==> config.mk <==
export PLATFORM = sky130hd
export DESIGN_NAME = bpa_ctrl
export DESIGN_NICKNAME = d
export VERILOG_FILES = /design/src/hw/rtl/bpa_pkg.sv /design/src/hw/rtl/bpa_ctrl.sv
export SDC_FILE = /design/constraint.sdc
export NUM_CORES = 1
export LEC_CHECK = 0
export ABC_AREA = 0
export BUFFER_PORTS_ARGS = -buffer_cell sky130_fd_sc_hd__buf_2
export CAP_MARGIN = 20
export CORE_MARGIN = 2
export CORE_UTILIZATION = 35
export DETAILED_ROUTE_END_ITERATION = 6
export GPL_TIMING_DRIVEN = 0
export PLACE_DENSITY_LB_ADDON = 0.3
export SKIP_LAST_GASP = 1
export SLEW_MARGIN = 5
export SYNTH_ARGS = -nofsm -noshare
export SYNTH_HDL_FRONTEND = slang
export SYNTH_SLANG_ARGS = --single-unit
==> constraint.sdc <==
create_clock -name clk_i -period 1.91 [get_ports clk_i]
set_clock_uncertainty 0.15 [all_clocks]
set_input_delay 0.2865 -clock clk_i [delete_from_list [all_inputs] [get_ports clk_i]]
set_output_delay 0.2865 -clock clk_i [all_outputs]
set_load 0.02 [all_outputs]
==> src/hw/rtl/bpa_pkg.sv <==
package bpa_pkg;

  // Pages managed and orders of block size.
  localparam int PAGES = 1024;
  localparam int ORDERS = 8;
  localparam int TOP = ORDERS - 1;
  localparam int PW = $clog2(PAGES);
  localparam int LW = PW + 1;
  localparam int OW = $clog2(ORDERS);
  // Width for page arithmetic that may reach twice the larger of PAGES and a top block.
  localparam int AW = ((PW > TOP) ? PW : TOP) + 2;
  localparam logic [LW-1:0] NIL = LW'(PAGES);

  // Field widths fixed by the interface.
  localparam int CMD_W = 2;
  localparam int BYTES_W = 26;
  localparam int OFF_W = 26;
  localparam int STATUS_W = 2;
  localparam int ORD_OUT_W = 4;
  localparam int FREE_W = 11;
  localparam int SHIFT_W = 5;
  localparam int COUNT_W = 11;
  localparam int SHIFT_MIN = 3;
  localparam int SHIFT_MAX = 16;
  localparam int MW = LW + SHIFT_MAX;

  localparam logic REG_PAGE_SHIFT = 1'b0;
  localparam logic REG_PAGE_COUNT = 1'b1;

  typedef enum logic [CMD_W-1:0] {
    CMD_INIT  = 2'd0,
    CMD_ALLOC = 2'd1,
    CMD_FREE  = 2'd2,
    CMD_QUERY = 2'd3
  } cmd_e;

  typedef enum logic [STATUS_W-1:0] {
    ST_OK        = 2'd0,
    ST_NO_BLOCK  = 2'd1,
    ST_BAD_ADDR  = 2'd2,
    ST_NOT_ALLOC = 2'd3
  } status_e;

  typedef enum logic [1:0] {
    PS_NONE = 2'd0,
    PS_FREE = 2'd1,
    PS_USED = 2'd2
  } pstate_e;

  typedef enum logic [4:0] {
    OP_NONE,
    OP_CAPTURE,
    OP_INIT_START,
    OP_CLEAR,
    OP_INIT_SETUP,
    OP_INIT_MARK,
    OP_DEC_O,
    OP_INC_O,
    OP_APP1,
    OP_APP2,
    OP_UNL_RD,
    OP_UNL_WR,
    OP_AL_PREP,
    OP_AL_NEED,
    OP_AL_TAKE,
    OP_AL_SPLIT,
    OP_AL_FIN,
    OP_SET_NO_BLOCK,
    OP_SET_BAD_ADDR,
    OP_SET_NOT_ALLOC,
    OP_FR_PREP,
    OP_FR_RD,
    OP_FR_START,
    OP_FR_BUD,
    OP_FR_UNL,
    OP_FR_MERGE,
    OP_FR_FIN,
    OP_EMIT
  } op_e;

  typedef struct packed {
    op_e op;
  } dp_cmd_t;

  typedef struct packed {
    cmd_e cmd;
    logic clear_last;
    logic init_fits;
    logic o_zero;
    logic o_top;
    logic head_nil;
    logic o_gt_need;
    logic alloc_bad;
    logic free_bad;
    logic not_used;
    logic buddy_oob;
    logic buddy_ok;
    logic out_free;
  } dp_flags_t;

endpackage

==> src/hw/rtl/bpa_ctrl.sv <==
module bpa_ctrl (
  input  logic               clk_i,
  input  logic               rst_ni,
  input  logic               in_valid_i,
  output logic               in_ready_o,
  input  bpa_pkg::dp_flags_t flags_i,
  output bpa_pkg::dp_cmd_t   cmd_o
);

  typedef enum logic [4:0] {
    S_INIT_START,
    S_CLEAR,
    S_INIT_SETUP,
    S_INIT_TEST,
    S_IDLE,
    S_DISPATCH,
    S_AL_CHK,
    S_AL_SRCH,
    S_AL_SPLIT,
    S_FR_CHK,
    S_FR_TEST,
    S_FR_LOOP,
    S_FR_BTEST,
    S_FR_MERGE,
    S_APP1,
    S_APP2,
    S_UNL_RD,
    S_UNL_WR,
    S_DONE
  } state_e;

  state_e state_q, state_d;
  state_e ret_q, ret_d;
  logic   busy_q, busy_d;
  bpa_pkg::op_e op;

  assign in_ready_o = (state_q == S_IDLE);
  assign cmd_o.op = op;

  always_comb begin
    state_d = state_q;
    ret_d = ret_q;
    busy_d = busy_q;
    op = bpa_pkg::OP_NONE;
    case (state_q)
      S_INIT_START: begin
        op = bpa_pkg::OP_INIT_START;
        state_d = S_CLEAR;
      end
      S_CLEAR: begin
        op = bpa_pkg::OP_CLEAR;
        if (flags_i.clear_last) state_d = S_INIT_SETUP;
      end
      S_INIT_SETUP: begin
        op = bpa_pkg::OP_INIT_SETUP;
        state_d = S_INIT_TEST;
      end
      S_INIT_TEST: begin
        if (flags_i.init_fits) begin
          op = bpa_pkg::OP_INIT_MARK;
          ret_d = S_INIT_TEST;
          state_d = S_APP1;
        end else if (flags_i.o_zero) begin
          state_d = busy_q ? S_DONE : S_IDLE;
        end else begin
          op = bpa_pkg::OP_DEC_O;
        end
      end
      S_IDLE: begin
        if (in_valid_i) begin
          op = bpa_pkg::OP_CAPTURE;
          busy_d = 1'b1;
          state_d = S_DISPATCH;
        end
      end
      S_DISPATCH: begin
        case (flags_i.cmd)
          bpa_pkg::CMD_INIT: state_d = S_INIT_START;
          bpa_pkg::CMD_ALLOC: begin
            op = bpa_pkg::OP_AL_PREP;
            state_d = S_AL_CHK;
          end
          bpa_pkg::CMD_FREE: begin
            op = bpa_pkg::OP_FR_PREP;
            state_d = S_FR_CHK;
          end
          default: state_d = S_DONE;
        endcase
      end
      S_AL_CHK: begin
        if (flags_i.alloc_bad) begin
          op = bpa_pkg::OP_SET_NO_BLOCK;
          state_d = S_DONE;
        end else begin
          op = bpa_pkg::OP_AL_NEED;
          state_d = S_AL_SRCH;
        end
      end
      S_AL_SRCH: begin
        if (!flags_i.head_nil) begin
          op = bpa_pkg::OP_AL_TAKE;
          ret_d = S_AL_SPLIT;
          state_d = S_UNL_RD;
        end else if (flags_i.o_top) begin
          op = bpa_pkg::OP_SET_NO_BLOCK;
          state_d = S_DONE;
        end else begin
          op = bpa_pkg::OP_INC_O;
        end
      end
      S_AL_SPLIT: begin
        if (flags_i.o_gt_need) begin
          op = bpa_pkg::OP_AL_SPLIT;
          ret_d = S_AL_SPLIT;
          state_d = S_APP1;
        end else begin
          op = bpa_pkg::OP_AL_FIN;
          state_d = S_DONE;
        end
      end
      S_FR_CHK: begin
        if (flags_i.free_bad) begin
          op = bpa_pkg::OP_SET_BAD_ADDR;
          state_d = S_DONE;
        end else begin
          op = bpa_pkg::OP_FR_RD;
          state_d = S_FR_TEST;
        end
      end
      S_FR_TEST: begin
        if (flags_i.not_used) begin
          op = bpa_pkg::OP_SET_NOT_ALLOC;
          state_d = S_DONE;
        end else begin
          op = bpa_pkg::OP_FR_START;
          state_d = S_FR_LOOP;
        end
      end
      S_FR_LOOP: begin
        if (flags_i.o_top || flags_i.buddy_oob) begin
          op = bpa_pkg::OP_FR_FIN;
          ret_d = S_DONE;
          state_d = S_APP1;
        end else begin
          op = bpa_pkg::OP_FR_BUD;
          state_d = S_FR_BTEST;
        end
      end
      S_FR_BTEST: begin
        if (flags_i.buddy_ok) begin
          op = bpa_pkg::OP_FR_UNL;
          ret_d = S_FR_MERGE;
          state_d = S_UNL_RD;
        end else begin
          op = bpa_pkg::OP_FR_FIN;
          ret_d = S_DONE;
          state_d = S_APP1;
        end
      end
      S_FR_MERGE: begin
        op = bpa_pkg::OP_FR_MERGE;
        state_d = S_FR_LOOP;
      end
      S_APP1: begin
        op = bpa_pkg::OP_APP1;
        state_d = S_APP2;
      end
      S_APP2: begin
        op = bpa_pkg::OP_APP2;
        state_d = ret_q;
      end
      S_UNL_RD: begin
        op = bpa_pkg::OP_UNL_RD;
        state_d = S_UNL_WR;
      end
      S_UNL_WR: begin
        op = bpa_pkg::OP_UNL_WR;
        state_d = ret_q;
      end
      S_DONE: begin
        if (flags_i.out_free) begin
          op = bpa_pkg::OP_EMIT;
          busy_d = 1'b0;
          state_d = S_IDLE;
        end
      end
      default: state_d = S_IDLE;
    endcase
  end

  always_ff @(posedge clk_i or negedge rst_ni) begin
    if (!rst_ni) begin
      state_q <= S_INIT_START;
      ret_q <= S_IDLE;
      busy_q <= 1'b0;
    end else begin
      state_q <= state_d;
      ret_q <= ret_d;
      busy_q <= busy_d;
    end
  end

endmodule

==> impl_metrics.py, run 1 <==
metrics = {
    "outcome": {
        "status": "complete, but fails checks",
        "violations": "negative setup slack",
    },
    "yosys": {
        "synth_fa_ha_area_share_pct": 3.57,
        "synth_top_family_by_area": "simple AND/OR/NAND/NOR gates",
        "netlist_area_um2": 1400,
        "syn-num-nets": 214,
        "ys.flop_type": "dfrtp_1",
        "ys_warn_count": 0,
        "synthSimpleGateAreaFrac_pct": 36.0,
        "syn_avg_cell_area_um2": 7.25,
        "netlist_instances": 193,
        "yosysTopAreaCell": "dfrtp_1",
        "synth_top_area_share_pct": 17.9,
        "synth_edf_count": 0,
        "muxShareOfSynthArea_pct": 1.43,
        "synth-compound-area-share_pct": 29.2,
        "yosys.area_share.xor_xnor_pct": 0.626,
        "synthArstFlopShare_pct": 100,
        "synth_area_leaders": "dfrtp_1, nand2b_1, nor2_1, nand2_1, a21oi_1",
        "ys_ff_latch": 11,
        "ys_types": 53,
        "seq_area_frac_synth_pct": 19.7,
    },
    "grt": {
        "grt_util_met1_pct": 35.8,
        "overflow": 0,
        "grt_pass1_vias": 1629,
        "top_usage_layer": "met2",
        "antenna_found_initial": 0,
        "grt_max_degree": 12,
        "use_met3_pct": 5.00,
        "grt_pass1_wl_um": 8730,
        "grtUsageTotal_pct": 26.3,
        "use_met2_pct": 42.8,
    },
    "sta": {
        "layout_setup_ws_ns": -0.426,
        "finalCritPeriodShare_pct": 122,
        "slew_headroom_pct": 65.3,
        "fmax_ghz": 0.428,
        "rsz0062_at_grt": "true",
        "layout_min_cycle_time_ns": 2.34,
        "slew_violations": 0,
        "worst_pin_slew_ns": 0.520,
        "tns_ns": -2.26,
        "setup_violations": 10,
        "hold_violations": 0,
    },
    "power_and_ir_drop": {
        "ir_drop_v": 0.000629,
        "power.leakage_nw": 0.854,
        "powerDensity_nw_per_um2": 1650,
    },
    "finish": {
        "finalNonFillerCells": 289,
        "antenna_cells": 0,
        "area_growth_pct": 46.2,
        "nNetsFinal": 263,
        "final_util_pct": 54.7,
        "drive_gt1_share_pct": 40.2,
        "fillers": 362,
    },
    "floorplan": {
        "dieArea_um2": 4520,
        "coreArea_um2": 3740,
        "die_w_um": 67.2,
        "ios": 23,
        "fp-row-count": 22,
        "die_height_um": 67.2,
        "start_util_pct": 37.4,
    },
    "setup_path": {
        "max_stage_delay_ns": 0.54,
        "cp_slowest_cell": "or4b_4",
        "reg2reg_slack_ns": -0.20,
        "critPathArrivalTime_ns": 1.90,
        "crit_required_ns": 1.47,
        "path_max_fanout": 10,
        "crit_path_end_kind": "output port",
        "cp_num_buf_inv": 3,
        "path_cells": "buf_4, inv_1, nand3_4, a21oi_2, or4b_4, buf_6",
        "crit_path_start_kind": "flip-flop",
        "crit_family": "simple AND/OR/NAND/NOR gates",
        "critPathKind": "reg -> out",
    },
    "place": {
        "globalplace.congestion": 1.01,
        "dp_cells": 263,
        "dpl.hpwl_um": 3730,
        "port_buffers": 22,
        "place_ws_ns": -0.294,
    },
    "min_path": {
        "min_path_type": "in -> reg",
    },
    "clock_tree": {
        "clockRootBuffer": "clkbuf_8",
        "cts_made_buffers": 3,
        "cts_tree": "done",
        "insertion_delay_ns": 0.24,
        "cts_max_path_buffers": 2,
        "clk_pin_slew_ns": 0.05,
        "cts_max_level": 1,
        "clock-sinks": 11,
    },
    "job": {
        "max_cap_viol_count": 0,
    },
    "detailed_routing": {
        "wire_per_inst_um": 19.9,
        "drc": 0,
        "ant_nets": 0,
        "dr.first_iter.drc_count": 190,
        "drt_pre_antenna_iters": 5,
        "routed_wl_um": 5770,
        "vias": 1807,
        "via_per_inst": 6.25,
    },
}
## final timing paths
kind | start | endpoint | depth (start not counted)
min reg2reg | ret_q[2] | ret_q[2] | 2
min | in_valid_i | busy_q | 3
max | state_q[0] | cmd_o[1] | 6
max in group asynchronous | rst_ni | ret_q[2] | 2
max reg2reg | state_q[2] | state_q[4] | 6
min in group asynchronous | rst_ni | state_q[1] | 2
## cell usage in the layout, fill, tap and decap left out, types with 3 or more instances in the layout
cell type / netlist / routed
a31oi_1: 7 / 7
nand2b_1: 11 / 10
dfrtp_2: 0 / 4
a21oi_1: 11 / 9
nor3_1: 8 / 6
o21ai_0: 10 / 8
buf_4: 3 / 22
buf_2: 9 / 18
nand3_1: 7 / 6
nor2_2: 1 / 4
dfrtp_1: 10 / 6
o21ai_1: 2 / 3
buf_6: 2 / 15
nor2_1: 17 / 13
ha_1: 4 / 4
nor2b_1: 5 / 4
inv_1: 10 / 9
nand4_1: 4 / 4
clkbuf_8: 0 / 3
o21a_1: 4 / 4
nand2_1: 16 / 14
o22ai_1: 3 / 3
## worst register-to-register path: cells and delay by family (launching register included)
kind / cells / cell delay, ns
buf+inv: 2 / 0.30
simple gates: 3 / 0.92
flops: 1 / 0.46
compound gates: 1 / 0.19
## state kept, by name (all words and copies together), names as in the netlist
| name | cells |
|---|---|
| busy_q | 1 |
| state_q | 5 |
| ret_q | 5 |
## layer usage
layer,up-vias,wire length [um],share of wire [%]
met2,125,2710,47
met1,841,2290,40
met5,-,0,0
met4,0,199,3.5
met3,28,570,9.9
li1,813,-,-
## cells by family (layout without fill, tap and decap cells)
logic type                 after synthesis  in the layout
AOI/OAI and AO/OA                       60             60
buffers and inverters                   25             73
adders and majority gates                4              4
and+or+nand+nor                         90             90
xor gates and xnor gates                 1              1
muxes                                    2              2
DFF                                     11             11
## what timing repair did
item	CTS	global route
resized for setup	48	25
hold endpoints to repair	10	0
cloned	2	1
pin swaps	9	5
endpoints found under the setup margin	14	14
hold buffers	1	0
buffers inserted	13	5
## through the flow
step	area [um2]	hold WS [ns]	power, W
after floorplan	1420	-0.159	0.00181
after global placement	1590	0.0103	0.00237
after detailed placement	1590	0.0148	0.00232
after CTS	1920	0.138	0.00302
after global routing	2050	0.176	0.00355
final	2050	0.156	0.00337
## synth_stat cells, drive strengths merged (4+ instances only)
| cell | n |
|---|---|
| nor2b | 5 |
| buf | 14 |
| o21a | 4 |
| inv | 11 |
| nor3 | 8 |
| a31oi | 7 |
| nand3 | 7 |
| nor2 | 18 |
| a21oi | 11 |
| dfrtp | 10 |
| nand2b | 11 |
| ha | 4 |
| nand4 | 4 |
| nand2 | 16 |
| o21ai | 12 |
## cell type report
type,count,area [um2],share of cell area (%)
Multi-Input combinational cell,157,1150,56.3
Timing Repair Buffer,44,320,15.6
Sequential cell,11,282,13.8
Buffer,14,144,7.03
Tap cell,48,60.1,2.93
Clock buffer,4,45.0,2.20
Inverter,11,43.8,2.14
## power by group
part	internal (W)	leakage, nW	total (W)	switching (W)
Sequential	0.000348	0.124	0.000454	0.000106
Combinational	0.00120	0.708	0.00269	0.00150
Clock	0.000146	0.0228	0.000229	0.0000830
Total	0.00169	0.854	0.00337	0.00168
Note: power is estimated with default switching activity, not from simulation.
==> inputs of run 2 (changes only) <==
--- a/config.mk
+++ b/config.mk
@@ -8,7 +8,7 @@
 export ABC_AREA = 0
 export BUFFER_PORTS_ARGS = -buffer_cell sky130_fd_sc_hd__buf_2
 export CAP_MARGIN = 20
-export CORE_MARGIN = 2
+export CORE_ASPECT_RATIO = 2
 export CORE_UTILIZATION = 35
 export DETAILED_ROUTE_END_ITERATION = 6
 export GPL_TIMING_DRIVEN = 0
==> run 2 against run 1 <==
Net effect: the run still ends with negative setup slack left; critical path depth increased by 1; global-route usage increased by 4.5 points; critical path type unchanged; first-iteration DRC count decreased by 33%; sequential cell count unchanged; via count increased by 2.4%; highest routed layer unchanged.
==> impl_metrics.py, run 2 (synthesized netlist as in run 1, its figures left out) <==
metrics = {
    "outcome": {
        "status": "complete, but fails checks",
        "violations": "negative setup slack",
    },
    "finish": {
        "stdcell_area_um2": 2170,
        "finalNonFillerCells": 299,
        "drive_gt1_share_pct": 43.1,
        "antenna_cells": 0,
        "nNetsFinal": 270,
        "final_cell_mix": "buf_4, buf_2, nand2_1",
        "top_regs": "ret_q: 5 flops, state_q: 5 flops, busy_q: 1 flops",
        "final_common_cell": "buf_4",
        "seq_area_um2": 279,
        "fillers": 381,
        "multi_input_area_um2": 1200,
        "area_growth_pct": 54.9,
    },
    "sta": {
        "slew_headroom_pct": 64.1,
        "worst_pin_slew_ns": 0.534,
        "hold_violations": 0,
        "rsz0062_at_grt": "true",
        "layout_setup_ws_ns": -0.495,
        "setup_violations": 15,
        "finalCritPeriodShare_pct": 126,
        "fmax_ghz": 0.416,
        "tns_ns": -3.16,
        "layout_min_cycle_time_ns": 2.41,
        "slew_violations": 0,
    },
    "floorplan": {
        "die_w_um": 46.7,
        "fp-row-count": 32,
        "ios": 23,
        "die_height_um": 91.4,
        "dieArea_um2": 4270,
        "coreArea_um2": 3840,
        "start_util_pct": 36.4,
    },
    "setup_path": {
        "path_max_fanout": 5,
        "critPathArrivalTime_ns": 1.97,
        "critPathKind": "reg -> out",
        "timing.rr.start": "state_q[4]",
        "crit_path_start_kind": "flip-flop",
        "crit_required_ns": 1.47,
        "startpoint": "state_q[4]",
        "crit_path_end_kind": "output port",
    },
    "detailed_routing": {
        "dr.first_iter.drc_count": 128,
        "vias": 1850,
        "drt_pre_antenna_iters": 4,
        "wire_per_inst_um": 21.5,
        "via_per_inst": 6.19,
        "ant_nets": 0,
        "drc": 0,
        "routed_wl_um": 6430,
    },
    "grt": {
        "antenna_found_initial": 0,
        "grt_max_degree": 12,
        "grtUsageTotal_pct": 30.8,
        "grt_pass1_wl_um": 9340,
        "grt_pass1_vias": 1838,
        "overflow": 0,
    },
    "power_and_ir_drop": {
        "ir_drop_v": 0.000802,
        "power.leakage_nw": 0.907,
        "powerDensity_nw_per_um2": 1700,
    },
    "place": {
        "globalplace.congestion": 0.989,
        "port_buffers": 22,
        "place_area_um2": 1600,
        "dp_cells": 266,
        "dpl.hpwl_um": 4190,
        "place_ws_ns": -0.481,
    },
    "clock_tree": {
        "cts_max_path_buffers": 2,
        "clock-sinks": 11,
        "cts_tree": "done",
        "insertion_delay_ns": 0.24,
        "cts_made_buffers": 3,
        "cts_max_level": 1,
        "clockRootBuffer": "clkbuf_8",
        "clk_pin_slew_ns": 0.05,
    },
    "job": {
        "max_cap_viol_count": 0,
    },
    "min_path": {
        "min_path_type": "in -> reg",
        "min-delay-start": "in_valid_i",
    },
}
-- run 2: changes by cell type in the layout (fill, tap and decap cells not counted), moves of 2 or more --
| cell | change |
|---|---|
| dfrtp_2 | -2 |
| nand2b_1 | -3 |
| buf_2 | +3 |
| nor2_2 | -2 |
| buf_4 | +4 |
| nor2_4 | +2 |
| nand2b_2 | +2 |
| nor4_2 | +2 |
| buf_12 | +2 |
| dfrtp_1 | +2 |
| buf_8 | -2 |
| a2111oi_4 | +2 |
-- run 2: what timing repair did --
item | in CTS | in global routing
endpoints found under the hold margin | 10 | 0
endpoints found under the setup margin | 15 | 15
buffers inserted | 13 | 12
hold buffers | 1 | 0
gates resized for setup | 49 | 24
cloned | 2 | 1
pin swaps | 6 | 7
-- run 2: final cells by class --
type	count	area share (%)
Timing Repair Buffer	51	17.3
Sequential cell	11	12.9
Clock inverter	1	0.231
Inverter	11	2.02
Tap cell	51	2.94
Buffer	14	7.33
Multi-Input combinational cell	157	55.5
Clock buffer	3	1.90
-- run 2: routing by layer --
layer	part of all wire, %	vias to the layer above	GRT usage, %
met5	0	-	0
met4	9.2	0	23.8
met3	5.5	37	5.17
met2	50	101	49.7
met1	35	878	32.7
li1	-	834	-
-- run 2: final timing paths --
kind	cells after the start	end	slack (ns)
worst max-delay path	7	cmd_o[1]	-0.50
worst min-delay path	3	busy_q	0.22
worst min register to register	2	ret_q[2]	0.36
min in group asynchronous	2	state_q[4]	0.30
max in group asynchronous	2	ret_q[2]	1.05
worst max register to register	6	state_q[4]	-0.26
-- run 2: critical path, stage by stage (launching register included) --
cell and delay [ns]:
dfrtp_1 0.43, buf_6 0.17, inv_4 0.05, a31oi_1 0.17, o22a_1 0.16, nor2_1 0.09
or4b_4 0.52, buf_6 0.14
-- run 2: power by group --
group	internal (W)	total (W)	leakage [nW]	switching [W]
Combinational	0.00137	0.00300	0.754	0.00163
Clock	0.000143	0.000226	0.0255	0.0000832
Sequential	0.000346	0.000470	0.127	0.000124
-- run 2: per-stage QoR --
step	util, %	power, W	hold WS (ns)
CTS	51.1	0.00317	0.189
global placement	41.6	0.00239	0.0140
detailed placement	41.6	0.00237	0.0165
floorplan	-	0.00181	-0.159
global route	56.4	0.00386	0.262
finish	56.4	0.00370	0.222
